===== config.mk =====
export PLATFORM = sky130hd
export DESIGN_NAME = multi_input_debounce_scanner_unit
export DESIGN_NICKNAME = d
export VERILOG_FILES = /design/src/rtl/core/mids_pkg.sv /design/src/rtl/core/mids_cell.sv /design/src/rtl/core/multi_input_debounce_scanner_unit.sv
export VERILOG_INCLUDE_DIRS = /design/src /design/src/rtl/core
export SDC_FILE = /design/constraint.sdc
export NUM_CORES = 1
export LEC_CHECK = 0
export BUFFER_PORTS_ARGS = -buffer_cell sky130_fd_sc_hd__buf_2
export CORE_MARGIN = 2
export CORE_UTILIZATION = 50
export CTS_CLUSTER_SIZE = 8
export DETAILED_ROUTE_END_ITERATION = 10
export PLACE_DENSITY = 0.69
export SLEW_MARGIN = 20
export SYNTH_ARGS = -nofsm -noshare
export SYNTH_HDL_FRONTEND = slang
export SYNTH_HIERARCHICAL = 1
export SYNTH_SLANG_ARGS = --single-unit

===== constraint.sdc =====
create_clock -name i_clk -period 13.2 [get_ports i_clk]
set_input_delay 0.66 -clock i_clk [delete_from_list [all_inputs] [get_ports i_clk]]
set_output_delay 0.66 -clock i_clk [all_outputs]
set_load 0.01 [all_outputs]

===== src/rtl/core/multi_input_debounce_scanner_unit_defines.svh =====
// Assertion macros shared by the debounce scanner.
`ifndef MULTI_INPUT_DEBOUNCE_SCANNER_UNIT_DEFINES_SVH
`define MULTI_INPUT_DEBOUNCE_SCANNER_UNIT_DEFINES_SVH

// Same-cycle implication, checked outside reset.
`define MIDS_ASSERT_NOW(label, ante, cons, msg) \
    label: assert property (@(posedge i_clk) disable iff (!i_rst_n) \
        (ante) |-> (cons)) else $error(msg);

// Next-cycle implication, checked outside reset.
`define MIDS_ASSERT_NEXT(label, ante, cons, msg) \
    label: assert property (@(posedge i_clk) disable iff (!i_rst_n) \
        (ante) |=> (cons)) else $error(msg);

`endif


===== src/rtl/core/mids_pkg.sv =====
`default_nettype none

package mids_pkg;

    localparam int CHANNELS = 6;
    localparam int PIN_BITS = 6;
    localparam int TICK_W   = 32;
    localparam int CHAN_W   = 3;

    localparam logic [TICK_W-1:0] HOLD_RESET = TICK_W'(20000);

    typedef logic [CHAN_W-1:0] t_chan;
    typedef logic [TICK_W-1:0] t_tick;

    typedef enum logic [1:0] {
        PH_IDLE     = 2'd0,
        PH_TIMING   = 2'd1,
        PH_ASSERTED = 2'd2
    } t_phase;

    typedef enum logic {
        MODE_SCAN  = 1'b0,
        MODE_CLEAR = 1'b1
    } t_mode;

    typedef struct packed {
        logic  go;
        logic  found;
        t_chan chan;
    } t_chain;

endpackage

`default_nettype wire


===== src/rtl/core/mids_cell.sv =====
`default_nettype none

module mids_cell
    import mids_pkg::*;
(
    input  wire logic   i_clk,
    input  wire logic   i_rst_n,
    input  wire logic   i_step,
    input  wire logic   i_clear,
    input  wire t_chan  i_cell_index,
    input  wire t_tick  i_now_tick,
    input  wire t_tick  i_hold_ticks,
    input  wire logic   i_low,
    input  wire t_chain i_chain,
    output t_chain      o_chain
);

    t_phase r_phase;
    t_phase n_phase;
    t_tick  r_start_tick;
    t_tick  n_start_tick;
    t_tick  elapsed;
    logic   asserted_new;

    assign elapsed = i_now_tick - r_start_tick;

    always_comb begin
        n_phase      = r_phase;
        n_start_tick = r_start_tick;
        if (i_clear) begin
            n_phase = PH_IDLE;
        end else if (i_step && i_chain.go) begin
            unique case (r_phase)
                PH_IDLE: begin
                    if (i_low) begin
                        n_start_tick = i_now_tick;
                        n_phase      = PH_TIMING;
                    end
                end
                PH_TIMING: begin
                    if (!i_low) begin
                        n_phase = PH_IDLE;
                    end else if (elapsed > i_hold_ticks) begin
                        n_phase = PH_ASSERTED;
                    end
                end
                PH_ASSERTED: begin
                    if (!i_low) begin
                        n_phase = PH_IDLE;
                    end
                end
                default: begin
                    n_phase = PH_IDLE;
                end
            endcase
        end
    end

    always_comb begin
        asserted_new  = i_chain.go && (n_phase == PH_ASSERTED);
        o_chain.go    = i_chain.go && !asserted_new;
        o_chain.found = i_chain.found || asserted_new;
        o_chain.chan  = asserted_new ? i_cell_index : i_chain.chan;
    end

    always_ff @(posedge i_clk) begin
        if (!i_rst_n) begin
            r_phase <= PH_IDLE;
        end else begin
            r_phase <= n_phase;
        end
    end

    always_ff @(posedge i_clk) begin
        r_start_tick <= n_start_tick;
    end

endmodule

`default_nettype wire


===== src/rtl/core/multi_input_debounce_scanner_unit.sv =====
// A result is offered in the cycle after its item is accepted. One item is
// taken per cycle while the output register is empty or being read; the
// channel cells update together in that cycle, with the priority stop
// rippling along the row of cells. Reset clears every channel to idle, sets
// hold_ticks to 20000 and empties the output register.
`default_nettype none

`include "multi_input_debounce_scanner_unit_defines.svh"

module multi_input_debounce_scanner_unit
    import mids_pkg::*;
(
    input  wire logic                i_clk,
    input  wire logic                i_rst_n,
    input  wire logic                i_in_valid,
    output logic                     o_in_ready,
    input  wire logic                i_mode,
    input  wire logic [TICK_W-1:0]   i_now_tick,
    input  wire logic [PIN_BITS-1:0] i_pin_levels,
    output logic                     o_out_valid,
    input  wire logic                i_out_ready,
    output logic                     o_found,
    output logic [CHAN_W-1:0]        o_channel,
    input  wire logic                i_hold_ticks_we,
    input  wire logic [TICK_W-1:0]   i_hold_ticks_wdata
);

    t_tick  r_hold_ticks;
    logic   r_out_valid;
    logic   r_found;
    t_chan  r_channel;
    logic   accept;
    logic   step;
    logic   clear;
    t_chain chain [CHANNELS+1];

    assign o_in_ready = !r_out_valid || i_out_ready;
    assign accept     = i_in_valid && o_in_ready;
    assign step       = accept && (i_mode == MODE_SCAN);
    assign clear      = accept && (i_mode == MODE_CLEAR);

    assign chain[0] = '{go: 1'b1, found: 1'b0, chan: '0};

    for (genvar g = 0; g < CHANNELS; g++) begin : g_cell
        logic low;
        if (g < PIN_BITS) begin : g_pin
            assign low = !i_pin_levels[g];
        end else begin : g_nopin
            assign low = 1'b0;
        end
        mids_cell u_cell (
            .i_clk        (i_clk),
            .i_rst_n      (i_rst_n),
            .i_step       (step),
            .i_clear      (clear),
            .i_cell_index (CHAN_W'(g)),
            .i_now_tick   (i_now_tick),
            .i_hold_ticks (r_hold_ticks),
            .i_low        (low),
            .i_chain      (chain[g]),
            .o_chain      (chain[g+1])
        );
    end

    always_ff @(posedge i_clk) begin
        if (!i_rst_n) begin
            r_hold_ticks <= HOLD_RESET;
        end else if (i_hold_ticks_we) begin
            r_hold_ticks <= i_hold_ticks_wdata;
        end
    end

    always_ff @(posedge i_clk) begin
        if (!i_rst_n) begin
            r_out_valid <= 1'b0;
        end else if (accept) begin
            r_out_valid <= 1'b1;
        end else if (i_out_ready) begin
            r_out_valid <= 1'b0;
        end
    end

    always_ff @(posedge i_clk) begin
        if (accept) begin
            r_found   <= step && chain[CHANNELS].found;
            r_channel <= step ? chain[CHANNELS].chan : '0;
        end
    end

    assign o_out_valid = r_out_valid;
    assign o_found     = r_found;
    assign o_channel   = r_channel;

    `MIDS_ASSERT_NEXT(a_clear_result, clear, o_out_valid && !o_found && o_channel == '0, "clear item did not give an empty result")
    `MIDS_ASSERT_NEXT(a_accept_gives_result, accept, o_out_valid, "accepted item gave no result")
    `MIDS_ASSERT_NOW(a_none_channel_zero, o_out_valid && !o_found, o_channel == '0, "channel not zero when nothing found")
    `MIDS_ASSERT_NOW(a_channel_range, o_out_valid && o_found, 32'(o_channel) < CHANNELS, "reported channel out of range")

endmodule

`default_nettype wire


# --- Yosys cells after proc, flatten, opt, wreduce, memory -nomap -nowiden ---
# Cells that the tools add are included.
word_totals:
  reg_bits: 241
  in_bits: 76
  output_inout_bits: 6
  wordCells: 149
classes:
  add_sub_neg: 6
  order_cmp: 6
  n_eq_ne: 18
  mux: 49
  n_bitwise: 9
  n_reduce_logical: 44
op_table:
  columns: ["operator", "n"]
  rows:
  - ["$gt 32x32->1", 6]
  - ["$sub 32x32->32", 6]
  - ["$mux 2", 38]
  - ["$pmux 2 s3", 6]
  - ["$eq 2x2->1 const B", 12]
  - ["$reduce_and 4->1", 6]
  - ["$logic_and 1x1->1", 18]
  - ["$eq 2x1->1 const B", 6]
  - ["$logic_not 2->1", 6]
  - ["$not 1->1", 9]
  - ["$logic_not 1->1", 6]
  - ["$logic_or 1x1->1", 6]
  - ["$mux 3", 2]
  - ["$mux 1", 3]
  - ["$reduce_or 3->1", 1]
  - ["$reduce_bool 2->1", 1]

# --- Longest topological paths before layout ---
depth:
  ltp_word: 44
  depth_mapped: 54
  mapped_depth_nobuf: 48

# --- Hierarchy ---
# Netlist, hierarchy kept.
modules_own_cells:
  columns: ["mod", "n_inst", "cells_per_inst", "area_per_inst_um2", "seq_area_each_um2"]
  rows:
  - ["mids_cell at g_cell[0].u_cell ...", 4, 433, 3717.3, 1001.0]
  - ["mids_cell at g_cell[1].u_cell", 1, 471, 3918.8, 1001.0]
  - ["mids_cell at g_cell[5].u_cell", 1, 401, 3597.2, 1001.0]
  - ["multi_input_debounce_scanner_unit", 1, 126, 1482.7, 780.7]

# --- Worst setup path after synthesis ---
# No wires, ideal clock.
synth_path:
  path_type: "in2reg"
  startpoint: "input port i_now_tick[0]"
  endpoint: "register g_cell[5].u_cell.r_start_tick[0], enable pin"
  setup_ps: 501
  arrival_time_ps: 12013
  required_time_ps: 12699
  slack_ps: 685
  cell_stages: 47
  path_buffers: 6
  cell_sequence: "inv_1 -> ha_1 -> inv_1 -> fa_1 -> a21oi_2 -> o211ai_2 -> a311o_2 -> a21oi_2 -> o21ai_1 -> a211o_1 -> a21oi_1 -> xnor2_1 -> ha_1 -> nand4_1 -> nor4_1 -> nand4_1 -> o21ai_0 -> a311o_1 -> [... 11 more ...] -> inv_1 -> a21boi_0 -> clkbuf_1 -> nand2_1 -> a21oi_1 -> or2_2 -> clkbuf_1 -> inv_1 -> a21boi_0 -> clkbuf_1 -> nand2_1 -> a21oi_1 -> or2_2 -> clkbuf_1 -> inv_1 -> a21boi_0 -> nand2_1 -> nor4_1"
synth_rtl:
  columns: ["item", "line_no", "source"]
  rows:
  - ["from (decl)", "multi_input_debounce_scanner_unit.sv:18", "input wire logic [TICK_W-1:0] i_now_tick,"]
  - ["to (signal assigned)", "mids_cell.sv:75", "r_start_tick <= n_start_tick;"]
  - ["to (decl)", "mids_cell.sv:20", "t_tick r_start_tick;"]

==> results.md <==
- Cells after DPL: 3,420
- Worst skew pair latency: 0.57 ns
- Max transition margin: 0.3081
- HPWL Detailed: 55,650 µm
- Leak: 0.01185 µW
- CP Capture Point: o_channel[1]
- First-pass GRT wire length: 111,200 µm
- DR vias: 20,720
- Initial Util: 0.5028
- Row count: 80
- Fin. max-slew vios: 0
- Pwr dens: 96.86 nW/µm²
- CTS H-tree depth: 2
- TritonCTS Buffers: 37
- Die Height: 222.4 µm
- R2r startpoint: g_cell[0].u_cell/r_start_tick[0]
- DIE WIDTH: 222.4 µm
- Initial antenna violation count: 2
- Finish-stage setup viols: 0
- Yosys Warn Count: 6
- Hold WS: 0.3270 ns
- Post-cts repair resize count: 0
- Final nets: 3,304
- Final WL: 72,130 µm
- Status: finished clean
- Worst Reg2Reg Path Length in Cells: 46
- Largest net degree at the start of global routing: 46
- Grt ovf: 0
- Longest Clk Path Bufs: 3
- Slew at the pin with the worst max-slew slack: 1.028 ns
- Final Util: 0.5518
- Post-CTS setup repair buffer count: 0
- Vias in the first global route: 19,920
- Setup TNS: 0 ns
- Filler cells: 4,355
- Setup crit start: i_now_tick[0]
- Sink Count: 241
- Post-Syn Area: 23,860 µm²
- CP max-delay cell: a21boi_0
- Average cell area after synthesis: 8.746 µm²
- Post-Synthesis Cells: 2,728
- CTS tree: done
- Fin. Hold Viols: 0
- Antenna Nets Post-Route: 0
- Final clock skew: 0.02570 ns
- R2r endpoint: o_channel[1]
- Slowest stage delay, CP: 0.79 ns
- R2r setup slk: 1.72 ns
- VDD IR-drop max: 97.68 µV
- Critical Path RT: 13.51 ns
- I/O Pins: 82
- Gr usage total: 0.2884
- Fmax achieved: 0.08706 GHz
- Layout cell share with drive strength beyond 1: 0.07623
- DR DRC count: 0
- Crit end category: flip-flop
- Hold-fix buffers, CTS: 0
- Die ar.: 49,480 µm²
- RSZ-0062 raised after global routing: no
- Final Cycle Share: 0.8702
- Arrival time worst endpoint: 11.80 ns
- Root buf cell: clkbuf_16
- Clock-pin slew on the worst setup and hold paths: 0.05 ns
- Vias per std cell: 5.939
- Pre-antenna DRT Iters: 6
- Max-Cap Viols: 0
- WS Path Type: primary input to flip-flop
- Layout area overhead: 9.729%
- Core area: 47,450 µm²
- Drt wl/cell: 20.67 µm
- Final min period: 11.49 ns
- Non-Filler Instances: 3,489
- Worst setup SP type: primary input
- Global placement routability congestion: 0.9413
- Max FO, Critical Path: 12
- Initial DRC Count: 1,896
- Worst Hold Class: primary input to flip-flop
- I/O Buffers: 81
## cells in the final DEF (no fill, tap or decap), types with 37 or more instances in the layout
cell type  instances
nor2b_1           67
nand3_1          100
a21oi_1          237
edfxtp_1         196
clkbuf_16         37
nor2_1           111
o21ai_0           86
nand2_1          164
a21o_1            84
dfxtp_1           45
xnor2_1          108
and3_1            37
xor2_1            59
buf_2             80
inv_1            440
nand4_1           69
ha_1             378
nor3_1            37
## metrics by stage
| step | cell area (µm²) | power [µW] | setup slack, ns |
|---|---|---|---|
| global route | 26180 | 2666 | 0.6649 |
| floorplan | 23960 | 1379 | 0.6855 |
| detailed placement | 25050 | 1595 | 1.268 |
| finish | 26180 | 2536 | 1.714 |
| global placement | 25050 | 1573 | 1.771 |
| CTS | 26170 | 2544 | 1.832 |
## power breakdown
group / internal, µW / switching, µW / leakage (µW)
clock: 563 / 374 / 0.000539
sequential: 842 / 26.4 / 0.00215
combinational: 296 / 434 / 0.00916
## per-layer routing
layer | global-route usage | part of all wire
met5 | 0 | 0.00018
met4 | 0.1195 | 0.041
met3 | 0.03888 | 0.062
met2 | 0.4687 | 0.45
met1 | 0.3872 | 0.45
## registers in the layout (all words and copies together) (netlist names)
register / cells
o_channel: 3
g_cell.u_cell/r_start_tick: 192
g_cell.u_cell/r_phase: 12
r_hold_ticks: 32
o_found: 1
o_out_valid: 1
## critical path: cells and delay by family
family,cells,cell delay (ns)
XOR/XNOR,1,0.10
multiplexers,1,0.30
AND/OR/NAND/NOR,16,2.89
buffers and inverters,5,0.54
AO/OA/AOI/OAI,22,6.43
adder cells (fa/ha/maj),3,0.84
## area by class of cell
type	count	area, µm²	area share
Timing Repair Buffer	95	513.0	0.01960
Inverter	440	1652	0.06309
Sequential cell	241	6787	0.2592
Antenna cell	1	2.502	0.00009559
Clock inverter	4	67.56	0.002581
Multi-Input combinational cell	2029	15330	0.5856
Tap cell	615	769.5	0.02939
Clock buffer	64	1057	0.04039
## how the worst min path moves through the flow
stage / startpoint / to / slack, ns / depth (start not counted)
after CTS: i_hold_ticks_wdata[11] / r_hold_ticks[11] / 0.31 / 3
after floorplan: g_cell[0].u_cell/r_phase[1] / g_cell[0].u_cell/r_phase[1] / 0.48 / 1
after global placement: g_cell[0].u_cell/r_phase[1] / g_cell[0].u_cell/r_phase[1] / 0.49 / 1
final: i_hold_ticks_wdata[11] / r_hold_ticks[11] / 0.33 / 3
after global routing: i_hold_ticks_wdata[11] / r_hold_ticks[11] / 0.33 / 3
after detailed placement: g_cell[2].u_cell/r_phase[1] / g_cell[2].u_cell/r_phase[1] / 0.51 / 1
(Power assumes the default switching activity.)
